==> config.mk <==
export PLATFORM = sky130hd
export DESIGN_NAME = rational_normalizer_core
export DESIGN_NICKNAME = d
export VERILOG_FILES = /design/src/hw/rtl/ratnorm_pkg.sv /design/src/hw/rtl/ratnorm_divider.sv /design/src/hw/rtl/rational_normalizer_core.sv
export SDC_FILE = /design/constraint.sdc
export NUM_CORES = 1
export LEC_CHECK = 0
export BUFFER_PORTS_ARGS = -buffer_cell sky130_fd_sc_hd__buf_2
export CAP_MARGIN = 20
export CORE_ASPECT_RATIO = 0.8
export CORE_MARGIN = 2
export CORE_UTILIZATION = 60
export CTS_CLUSTER_DIAMETER = 50
export CTS_CLUSTER_SIZE = 24
export DETAILED_ROUTE_END_ITERATION = 10
export PLACE_DENSITY = 0.88
export SLEW_MARGIN = 20
export SYNTH_ARGS = -nofsm -noshare
export SYNTH_HDL_FRONTEND = slang
export SYNTH_HIERARCHICAL = 1
export SYNTH_SLANG_ARGS = --single-unit
==> constraint.sdc <==
create_clock -name clk -period 4.1 [get_ports clk]
set_clock_uncertainty 0.15 [all_clocks]
set_input_delay 0.41 -clock clk [delete_from_list [all_inputs] [get_ports clk]]
set_output_delay 0.41 -clock clk [all_outputs]
set_load 0.05 [all_outputs]
==> src/hw/rtl/ratnorm_pkg.sv <==
package ratnorm_pkg;

    // default operand width of the normaliser
    localparam int DEFAULT_DATA_WIDTH = 32;

    // status of the shared divider, seen by the sequencer
    typedef struct packed {
        logic busy;
        logic done;
    } div_stat_t;

endpackage

==> src/hw/rtl/ratnorm_divider.sv <==
module ratnorm_divider #(
    parameter int DATA_WIDTH = ratnorm_pkg::DEFAULT_DATA_WIDTH
) (
    input  logic                  clk,
    input  logic                  rst_n,
    input  logic                  start,
    input  logic [DATA_WIDTH-1:0] dividend,
    input  logic [DATA_WIDTH-1:0] divisor,
    output ratnorm_pkg::div_stat_t stat,
    output logic [DATA_WIDTH-1:0] quotient,
    output logic [DATA_WIDTH-1:0] remainder
);
    import ratnorm_pkg::*;

    localparam int CNT_W = $clog2(DATA_WIDTH + 1);

    logic [CNT_W-1:0]      cnt_reg;
    logic                  done_reg;
    logic [DATA_WIDTH-1:0] q_reg;
    logic [DATA_WIDTH-1:0] r_reg;
    logic [DATA_WIDTH-1:0] d_reg;

    logic [DATA_WIDTH:0]   shifted;
    logic [DATA_WIDTH:0]   diff;
    logic                  ge;
    logic [DATA_WIDTH-1:0] r_next;
    logic [DATA_WIDTH-1:0] q_next;

    // one restoring step: bring down the next dividend bit, subtract if it fits
    always_comb
    begin
        shifted = {r_reg, q_reg[DATA_WIDTH-1]};
        diff    = shifted - {1'b0, d_reg};
        ge      = ~diff[DATA_WIDTH];
        r_next  = ge ? diff[DATA_WIDTH-1:0] : shifted[DATA_WIDTH-1:0];
        q_next  = {q_reg[DATA_WIDTH-2:0], ge};
    end

    always_ff @(posedge clk or negedge rst_n)
    begin
        if (!rst_n)
        begin
            cnt_reg  <= '0;
            done_reg <= 1'b0;
            q_reg    <= '0;
            r_reg    <= '0;
            d_reg    <= '0;
        end
        else
        begin
            done_reg <= 1'b0;
            if (start && cnt_reg == '0)
            begin
                q_reg   <= dividend;
                r_reg   <= '0;
                d_reg   <= divisor;
                cnt_reg <= CNT_W'(DATA_WIDTH);
            end
            else if (cnt_reg != '0)
            begin
                q_reg    <= q_next;
                r_reg    <= r_next;
                cnt_reg  <= cnt_reg - 1'b1;
                done_reg <= (cnt_reg == CNT_W'(1));
            end
        end
    end

    assign stat.busy = (cnt_reg != '0);
    assign stat.done = done_reg;
    assign quotient  = q_reg;
    assign remainder = r_reg;

endmodule

==> src/hw/rtl/rational_normalizer_core.sv <==
// rational_normalizer_core: reduces a signed fraction num_in/den_in to lowest terms
//
// request channel: req_valid/req_ready carry num_in and den_in; a request is
// taken when both are high. one request is worked on at a time, and
// req_ready stays low from acceptance until the result has been handed to
// the output register
// response channel: rsp_valid/rsp_ready carry num_out, den_out and
// div_by_zero. the output register holds a finished result while the
// receiver stalls, and the next request may be accepted meanwhile
// a zero numerator or zero denominator skips the euclid and division steps
// and goes from idle to the finish state. any other request runs the euclid
// remainder steps and then the two divisions by the gcd on the bit-serial
// divider, one quotient bit per cycle, which is shared by every remainder
// step and by the two final divisions by the gcd
// a zero denominator gives 0/1 with div_by_zero set; the sign of the fraction
// always ends up on the numerator and den_out is at least 1
// reset: asynchronous, active low; the sequencer returns to idle and any
// pending result is dropped
module rational_normalizer_core #(
    parameter int DATA_WIDTH = ratnorm_pkg::DEFAULT_DATA_WIDTH
) (
    input  logic                         clk,
    input  logic                         rst_n,
    input  logic                         req_valid,
    output logic                         req_ready,
    input  logic signed [DATA_WIDTH-1:0] num_in,
    input  logic signed [DATA_WIDTH-1:0] den_in,
    output logic                         rsp_valid,
    input  logic                         rsp_ready,
    output logic signed [DATA_WIDTH-1:0] num_out,
    output logic        [DATA_WIDTH-2:0] den_out,
    output logic                         div_by_zero
);
    import ratnorm_pkg::*;

    // largest magnitude that fits the signed output
    localparam logic [DATA_WIDTH-1:0] MAG_MAX = {1'b0, {(DATA_WIDTH-1){1'b1}}};

    typedef enum logic [2:0] {
        S_IDLE,
        S_GCD,
        S_GCD_WAIT,
        S_DIVN,
        S_DIVN_WAIT,
        S_DIVD,
        S_DIVD_WAIT,
        S_FINISH
    } state_t;

    state_t state_reg;

    // euclid operands; x_reg ends up holding the gcd
    logic [DATA_WIDTH-1:0] x_reg;
    logic [DATA_WIDTH-1:0] y_reg;
    logic                  sel_x_reg;
    // input magnitudes and reduced magnitudes
    logic [DATA_WIDTH-1:0] nm_reg;
    logic [DATA_WIDTH-1:0] dm_reg;
    logic [DATA_WIDTH-1:0] rn_reg;
    logic [DATA_WIDTH-1:0] rd_reg;
    logic                  neg_reg;
    logic                  dbz_reg;

    // output register
    logic                         rsp_valid_reg;
    logic signed [DATA_WIDTH-1:0] num_out_reg;
    logic        [DATA_WIDTH-2:0] den_out_reg;
    logic                         dbz_out_reg;

    // shared divider
    logic                  div_start;
    logic [DATA_WIDTH-1:0] div_dividend;
    logic [DATA_WIDTH-1:0] div_divisor;
    div_stat_t             div_stat;
    logic [DATA_WIDTH-1:0] div_quot;
    logic [DATA_WIDTH-1:0] div_rem;

    logic [DATA_WIDTH-1:0] num_mag;
    logic [DATA_WIDTH-1:0] den_mag;
    logic                  x_gt_y;
    logic                  out_free;
    logic [DATA_WIDTH-1:0] rn_sat;
    logic [DATA_WIDTH-1:0] rd_sat;

    // magnitudes; the most negative value maps onto 2^(DATA_WIDTH-1) exactly
    assign num_mag = num_in[DATA_WIDTH-1] ? (~num_in + 1'b1) : num_in;
    assign den_mag = den_in[DATA_WIDTH-1] ? (~den_in + 1'b1) : den_in;

    assign x_gt_y   = (x_reg > y_reg);
    assign out_free = ~rsp_valid_reg | rsp_ready;

    // only a most negative input can push a reduced magnitude over the limit
    assign rn_sat = (rn_reg > MAG_MAX) ? MAG_MAX : rn_reg;
    assign rd_sat = (rd_reg > MAG_MAX) ? MAG_MAX : rd_reg;

    // divider operand select: larger mod smaller during euclid, then the
    // two magnitudes divided by the gcd
    always_comb
    begin
        div_start    = 1'b0;
        div_dividend = nm_reg;
        div_divisor  = x_reg;
        unique case (state_reg)
            S_GCD:
            begin
                div_start    = (x_reg != '0) && (y_reg != '0) && !div_stat.busy;
                div_dividend = x_gt_y ? x_reg : y_reg;
                div_divisor  = x_gt_y ? y_reg : x_reg;
            end
            S_DIVN:
            begin
                div_start    = !div_stat.busy;
                div_dividend = nm_reg;
            end
            S_DIVD:
            begin
                div_start    = !div_stat.busy;
                div_dividend = dm_reg;
            end
            default:
            begin
                div_start = 1'b0;
            end
        endcase
    end

    ratnorm_divider #(
        .DATA_WIDTH (DATA_WIDTH)
    ) u_divider (
        .clk       (clk),
        .rst_n     (rst_n),
        .start     (div_start),
        .dividend  (div_dividend),
        .divisor   (div_divisor),
        .stat      (div_stat),
        .quotient  (div_quot),
        .remainder (div_rem)
    );

    always_ff @(posedge clk or negedge rst_n)
    begin
        if (!rst_n)
        begin
            state_reg     <= S_IDLE;
            x_reg         <= '0;
            y_reg         <= '0;
            sel_x_reg     <= 1'b0;
            nm_reg        <= '0;
            dm_reg        <= '0;
            rn_reg        <= '0;
            rd_reg        <= '0;
            neg_reg       <= 1'b0;
            dbz_reg       <= 1'b0;
            rsp_valid_reg <= 1'b0;
            num_out_reg   <= '0;
            den_out_reg   <= '0;
            dbz_out_reg   <= 1'b0;
        end
        else
        begin
            // response taken by the receiver, unless a new result replaces it
            if (rsp_valid_reg && rsp_ready && state_reg != S_FINISH)
            begin
                rsp_valid_reg <= 1'b0;
            end

            unique case (state_reg)
                S_IDLE:
                begin
                    if (req_valid)
                    begin
                        nm_reg  <= num_mag;
                        dm_reg  <= den_mag;
                        x_reg   <= num_mag;
                        y_reg   <= den_mag;
                        priority if (den_in == '0)
                        begin
                            // division by zero: 0/1 with the flag
                            rn_reg    <= '0;
                            rd_reg    <= DATA_WIDTH'(1);
                            neg_reg   <= 1'b0;
                            dbz_reg   <= 1'b1;
                            state_reg <= S_FINISH;
                        end
                        else if (num_in == '0)
                        begin
                            rn_reg    <= '0;
                            rd_reg    <= DATA_WIDTH'(1);
                            neg_reg   <= 1'b0;
                            dbz_reg   <= 1'b0;
                            state_reg <= S_FINISH;
                        end
                        else
                        begin
                            neg_reg   <= num_in[DATA_WIDTH-1] ^ den_in[DATA_WIDTH-1];
                            dbz_reg   <= 1'b0;
                            state_reg <= S_GCD;
                        end
                    end
                end
                S_GCD:
                begin
                    if (x_reg == '0 || y_reg == '0)
                    begin
                        // one operand has run out, the other is the gcd
                        x_reg     <= x_reg | y_reg;
                        state_reg <= S_DIVN;
                    end
                    else if (div_start)
                    begin
                        sel_x_reg <= x_gt_y;
                        state_reg <= S_GCD_WAIT;
                    end
                end
                S_GCD_WAIT:
                begin
                    if (div_stat.done)
                    begin
                        if (sel_x_reg)
                        begin
                            x_reg <= div_rem;
                        end
                        else
                        begin
                            y_reg <= div_rem;
                        end
                        state_reg <= S_GCD;
                    end
                end
                S_DIVN:
                begin
                    if (div_start)
                    begin
                        state_reg <= S_DIVN_WAIT;
                    end
                end
                S_DIVN_WAIT:
                begin
                    if (div_stat.done)
                    begin
                        rn_reg    <= div_quot;
                        state_reg <= S_DIVD;
                    end
                end
                S_DIVD:
                begin
                    if (div_start)
                    begin
                        state_reg <= S_DIVD_WAIT;
                    end
                end
                S_DIVD_WAIT:
                begin
                    if (div_stat.done)
                    begin
                        rd_reg    <= div_quot;
                        state_reg <= S_FINISH;
                    end
                end
                S_FINISH:
                begin
                    // hand over once the output register is free
                    if (out_free)
                    begin
                        num_out_reg   <= neg_reg ? (~rn_sat + 1'b1) : rn_sat;
                        den_out_reg   <= rd_sat[DATA_WIDTH-2:0];
                        dbz_out_reg   <= dbz_reg;
                        rsp_valid_reg <= 1'b1;
                        state_reg     <= S_IDLE;
                    end
                end
                default:
                begin
                    state_reg <= S_IDLE;
                end
            endcase
        end
    end

    assign req_ready   = (state_reg == S_IDLE);
    assign rsp_valid   = rsp_valid_reg;
    assign num_out     = num_out_reg;
    assign den_out     = den_out_reg;
    assign div_by_zero = dbz_out_reg;

endmodule

==> out/qor.yml, run 1 <==
run_status:
  status: "complete, no violations"
critical_path:
  r2r_slack_ns: 0.09
  cpMaxStageDelayCell: "nor4_1"
  critical_path_class: "flop to flop"
  critPathRequiredTime_ns: 4.33
  path_cells: "buf_4, nor4_1, nand4_1, o22ai_1, mux2i_1, o32a_1, nor4_1, a21oi_1"
  reg2reg_to: "x_reg[27]$_DFFE_PN0P_"
  reg2reg_depth: 8
  cp_common_cell: "nor4_1"
  endpoint_kind: "flop"
  crit_path_max_incr_delay_ns: 0.79
  cp.arrival_ns: 4.23
  r2r-start: "y_reg[26]$_DFFE_PN0P_"
  critPathMaxFanout: 15
  crit_path_start_kind: "flop"
timing:
  finalCritPeriodShare_pct: 97.7
  finalSetupViolations: 0
  relSlewSlack_pct: 25.0
  rsz0062_at_grt: "false"
  fmax_mhz: 250
  finalHoldViolCount: 0
  worst_slew_pin_slew_ns: 1.13
  finalMaxSlewViolations: 0
  min_period_ns: 4.01
  setup_tns_ns: 0
floorplanning:
  num_rows: 62
  core-area_sq_um: 36100
  fp.dieH_um: 175
  io_pins: 134
  start_util_pct: 61.1
  dieWidth_um: 218
  dieArea_sq_um: 38300
detailed_routing:
  post_drt_wl_per_cell_um: 22.8
  dr.pass1.iters: 6
  routed_wl_mm: 70.6
  vias_per_cell: 6.54
  ant_nets: 0
  drcViolationCount: 0
  vias: 20286
  drt_iter0_drc: 2540
hold_path:
  hold_end: "dm_reg[28]$_DFFE_PN0P_"
  hold_depth: 4
  worstHoldPathType: "input pin to flop"
  worstHoldStart: "den_in[28]"
clock_network:
  path_clk_slew_ns: 0.08
  cts_buffers: 35
  h-tree-depth: 2
  cts_root_buf: "clkbuf_16"
  worstSkewPairLatency_ns: 0.55
  cts_tree: "built"
  clk_path_buf_depth: 3
  cts_num_sinks: 366
yosys:
  syn_inst: 2505
  syn-num-nets: 2675
  ys_seq_area_share_pct: 41.5
  yosysWarnings: 6
  synth-edff-count: 0
  ys_seq_elements: 366
  synthArstFlopShare_pct: 100
  synth_flop_cell: "dfrtp_1"
  synth_area_per_cell_sq_um: 8.80
  ys_types: 84
  syn_area_sq_um: 22000
power_and_ir_drop:
  p_leak_nw: 11.4
  p_per_area_nw_per_um2: 842
  peakVddDrop_mv: 0.932
  finalPower_mw: 20.8
grt:
  antenna_found_initial: 3
  grt_pass1_vias: 19509
  grt_pass1_wl_mm: 109
  track_usage_pct: 36.7
  grt_max_degree: 106
  overflow: 0
job:
  maxCapViolCount: 0
placed_design:
  place_inst: 3032
  dpl.hpwl_mm: 51.2
  io_buffers: 133
  gp_congestion: 1.06
  dpl-instance-area_sq_um: 23400
final_layout:
  nets: 2766
  fin_util_pct: 68.5
  fin_cells: 3104
  stdcell_area_sq_um: 24700
  drive_gt1_share_pct: 13.9
  syn_to_final_growth_pct: 12.2
cells by family after synthesis:
| family | Yosys count | synth area share, % |
|---|---|---|
| flops | 366 | 41.5 |
| compound gates | 711 | 19.4 |
| simple gates | 754 | 15.4 |
| fa+ha+maj | 102 | 5.82 |
| buf+inv | 287 | 5.17 |
| mux | 177 | 8.31 |
| xor+xnor | 108 | 4.38 |
layer usage:
metal,global-route usage (%),vias up,wire (um)
li1,-,8985,-
met1,49.8,9834,27800
met2,55.1,1220,30900
met3,10.2,245,8420
met4,15.8,2,3390
met5,0,-,101
worst max-delay path, delay by kind of cell, from the launching register on:
kind,cells,cell delay [ns]
simple gates,3,1.68
buf+inv,1,0.17
mux,1,0.23
flops,1,0.40
compound gates,3,1.22
worst max-delay path by stage:
stage | startpoint | to | slack [ns] | cells past startpoint
2_1_floorplan | u_divider/quotient[31]$_DFFE_PN0P_ | u_divider/remainder[21]$_DFFE_PN0P_ | 0.93 | 14
3_3_place_gp | x_reg[31]$_DFFE_PN0P_ | u_divider/quotient[12]$_DFFE_PN0P_ | 0.30 | 12
3_5_place_dp | x_reg[31]$_DFFE_PN0P_ | u_divider/quotient[10]$_DFFE_PN0P_ | 0.12 | 12
4_1_cts | x_reg[31]$_DFFE_PN0P_ | u_divider/quotient[10]$_DFFE_PN0P_ | 0.13 | 12
5_1_grt | x_reg[31]$_DFFE_PN0P_ | u_divider/quotient[13]$_DFFE_PN0P_ | 0.04 | 12
6_report | y_reg[26]$_DFFE_PN0P_ | x_reg[27]$_DFFE_PN0P_ | 0.09 | 8
power breakdown:
part           internal [mW]  total (mW)  switching, mW
clock network           1.98        3.62           1.64
registers               4.95        6.47           1.52
logic                   4.07        10.7           6.66
what timing repair did:
| action | in CTS | in global routing |
|---|---|---|
| hold endpoints to repair | 99 | 0 |
| resized for setup | 0 | 1 |
| setup endpoints to repair | 0 | 18 |
| setup buffers | 0 | 6 |
| hold buffers | 1 | 0 |
Yosys cell counts, drive strengths merged (3+ instances only):
cell | number | area (sq um)
o22ai | 9 | 56.3
a22o | 32 | 280
o31ai | 28 | 210
inv | 133 | 499
a211o | 5 | 43.8
nand2b | 14 | 87.6
a21boi | 10 | 75.1
nand3b | 5 | 41.3
a31oi | 14 | 103
a2111oi | 3 | 45.1
a211oi | 15 | 118
dfrtp | 366 | 9160
nand3 | 22 | 110
a21oi | 179 | 900
o21a | 7 | 52.6
clkbuf | 121 | 458
and3 | 4 | 25.0
o221ai | 13 | 114
a221oi | 5 | 43.8
nand2 | 386 | 1450
nor2b | 13 | 81.3
xor2 | 51 | 447
nor4 | 36 | 240
nor2 | 149 | 559
o211ai | 14 | 105
buf | 33 | 183
a21o | 9 | 67.6
nor3 | 34 | 170
or4 | 8 | 67.6
ha | 101 | 1260
o41ai | 11 | 115
or3 | 47 | 294
o31a | 3 | 26.3
o221a | 7 | 78.8
xnor2 | 57 | 518
o21ai | 324 | 1630
mux2 | 48 | 541
nand4 | 13 | 81.3
mux2i | 129 | 1290
nand4b | 3 | 26.3
or2 | 9 | 56.3
layout by cell type (no fill, tap or decap), types with 47 or more instances in the layout:
cell type	count
xor2_1	51
buf_4	65
o21ai_0	310
nand2_1	385
mux2i_1	129
dfrtp_1	366
ha_1	101
or3_1	47
nor2_1	144
inv_1	131
a21oi_1	177
mux2_2	48
xnor2_1	56
buf_2	132
final cells by class:
class / instances / area [sq um]
clock buffer: 37 / 926
tap: 480 / 601
timing repair buffer: 208 / 1350
fill: 2784 / 11300
inverter: 133 / 500
multi-input combinational: 1852 / 11800
antenna: 2 / 5.00
sequential: 366 / 9160
clock inverter: 26 / 342
through the flow:
stage	hold WS, ns	setup WS, ns
after floorplan	-0.0356	0.927
after global placement	0.301	0.298
after detailed placement	0.308	0.119
after CTS	0.0512	0.132
after global routing	0.0880	0.0353
final	0.0743	0.0926
Note: power is estimated with default switching activity, not from simulation.
==> inputs of run 2 (changes only) <==
- RECOVER_POWER: default -> 100
==> run 2 against run 1 <==
Against the previous run:
- the run now ends with max-capacitance violations, max-slew violations, negative setup slack left
- global-route usage unchanged
- worst setup slack lost 0.095 ns
- register-to-register slack got worse by 0.095 ns
- clock power is essentially flat
==> out/qor.yml, run 2 (synthesis gave the netlist of run 1 again) <==
final_layout:
  final_cell_mix: "nand2_1 (385), dfrtp_1 (366), o21ai_0 (315), a21oi_1 (177), nor2_1 (146)"
  mostFrequentLayoutCell: "nand2_1"
  syn_to_final_growth_pct: 11.0
  fin_util_pct: 67.8  # -0.70 points
  drive_gt1_share_pct: 10.6  # -3.2 points
  nets: 2766  # unchanged
  fin_cells: 3104  # unchanged
timing:
  finalWorstSetupSlack_ns: -0.00282  # -0.0954 ns
  relSlewSlack_pct: -82.6  # -110 points
  min_period_ns: 4.10  # +0.0954 ns
  hold_ws_ns: 0.0822  # +0.00793 ns
  finalCritPeriodShare_pct: 100  # +2.3 points
  worst_slew_pin_slew_ns: 2.74  # +1.61 ns
  fmax_mhz: 244  # -2.3%
  rsz0062_at_grt: "false"
  finalSetupViolations: 1  # +1
  finalHoldViolCount: 0  # unchanged
  setup_tns_ns: -0.00282  # -0.00282 ns
  finalMaxSlewViolations: 182  # +182
power_and_ir_drop:
  p_leak_nw: 11.1  # -2.3%
  peakVddDrop_mv: 0.916  # -1.7%
  finalPower_mw: 20.7  # -0.66%
  p_per_area_nw_per_um2: 845  # +0.36%
clock_network:
  cts_root_buf: "clkbuf_16"
  cts_tree: "built"
  clk_path_buf_depth: 3  # unchanged
  worstSkewPairLatency_ns: 0.55  # about the same
  path_clk_slew_ns: 0.08  # about the same
  h-tree-depth: 2  # unchanged
  cts_buffers: 35  # unchanged
  cts_num_sinks: 366  # unchanged
detailed_routing:
  ant_nets: 0  # unchanged
  vias: 20214  # -0.35%
  routed_wl_mm: 70.5  # -0.14%
  vias_per_cell: 6.51  # -0.35%
  drcViolationCount: 0  # unchanged
  post_drt_wl_per_cell_um: 22.7  # -0.14%
  drt_iter0_drc: 2733  # +7.6%
  dr.pass1.iters: 6  # unchanged
critical_path:
  critPathMaxFanout: 32  # +17
  crit_path_start_kind: "flop"
  endpoint_kind: "flop"
  cp.arrival_ns: 4.36  # +0.13 ns
  critPathRequiredTime_ns: 4.36  # +0.03 ns
  critical_path_class: "flop to flop"
placed_design:
  gp_congestion: 1.06  # unchanged
  io_buffers: 133  # unchanged
  place_inst: 3032  # unchanged
  dpl.hpwl_mm: 51.2  # unchanged
floorplanning:
  io_pins: 134  # unchanged
  core-area_sq_um: 36100  # unchanged
  fp.dieH_um: 175  # unchanged
  dieArea_sq_um: 38300  # unchanged
  num_rows: 62  # unchanged
  dieWidth_um: 218  # unchanged
  start_util_pct: 61.1  # unchanged
grt:
  grt_pass1_vias: 19509  # unchanged
  track_usage_pct: 36.7  # unchanged
  grt_pass1_wl_mm: 109  # unchanged
  grt_max_degree: 106  # unchanged
  overflow: 0  # unchanged
  antenna_found_initial: 3  # unchanged
run_status:
  violations: "max-capacitance violations, max-slew violations, negative setup slack"
  status: "finished, violations left"
hold_path:
  worstHoldPathType: "input pin to flop"
job:
  maxCapViolCount: 4  # +4
[run 2: changes by cell type in the layout (fill, tap and decap cells not counted), sizes merged]
cell and change:
buf -90, clkbuf +90
[run 2: layout make-up]
cell class / instances / area, sq um
Antenna cell: 2 / 5.00
Clock buffer: 37 / 926
Clock inverter: 26 / 342
Fill cell: 2865 / 11600
Inverter: 133 / 500
Multi-Input combinational cell: 1852 / 11800
Sequential cell: 366 / 9160
Tap cell: 480 / 601
Timing Repair Buffer: 208 / 1160
[run 2: worst paths after layout]
kind	startpoint	endpoint	slack, ns	cells after the start
worst max-delay path	y_reg[26]$_DFFE_PN0P_	u_divider/d_reg[29]$_DFFE_PN0P_	-0.003	10
worst min-delay path	den_in[4]	dm_reg[4]$_DFFE_PN0P_	0.08	3
worst max register to register	y_reg[26]$_DFFE_PN0P_	u_divider/d_reg[29]$_DFFE_PN0P_	-0.003	10
worst min register to register	nm_reg[3]$_DFFE_PN0P_	nm_reg[3]$_DFFE_PN0P_	0.33	2
max in group asynchronous	rst_n	u_divider/remainder[28]$_DFFE_PN0P_	0.57	3
min in group asynchronous	rst_n	den_out[7]$_DFFE_PN0P_	1.12	2
[run 2: repair_timing]
| action | CTS | global route |
|---|---|---|
| setup endpoints to repair | 0 | 18 |
| endpoints found under the hold margin | 99 | 0 |
| hold buffers | 1 | 0 |
| buffers inserted | 0 | 6 |
| resized for setup | 0 | 1 |
[run 2: stage by stage]
stage	worst slack [ns]	cell area, sq um
after floorplan	0.927	22000
after global placement	0.298	23400
after detailed placement	0.119	23400
after CTS	0.132	24700
after global routing	0.0258	24500
final	-0.00282	24500
[run 2: critical path: stages (launching register included)]
cell and delay, ns:
dfrtp_1 0.39, buf_4 0.18, nor4_1 0.77, nand4_1 0.32, o22ai_1 0.46, nand2_1 0.10, o211ai_1 0.24, nor2_1 0.18
nand2_1 0.08, buf_2 0.66, mux2_2 0.42
[run 2: power breakdown]
group | internal [mW] | total (mW) | switching (mW)
clock | 1.98 | 3.62 | 1.64
combinational | 3.95 | 10.6 | 6.64
sequential | 4.95 | 6.48 | 1.53
[run 2: layer usage]
layer | wire, um | vias to the layer above | GRT usage [%]
li1 | - | 8966 | -
met5 | 15 | - | 0
met3 | 8350 | 232 | 10.2
met4 | 3350 | 2 | 15.8
met2 | 31100 | 1204 | 55.1
met1 | 27700 | 9810 | 49.8
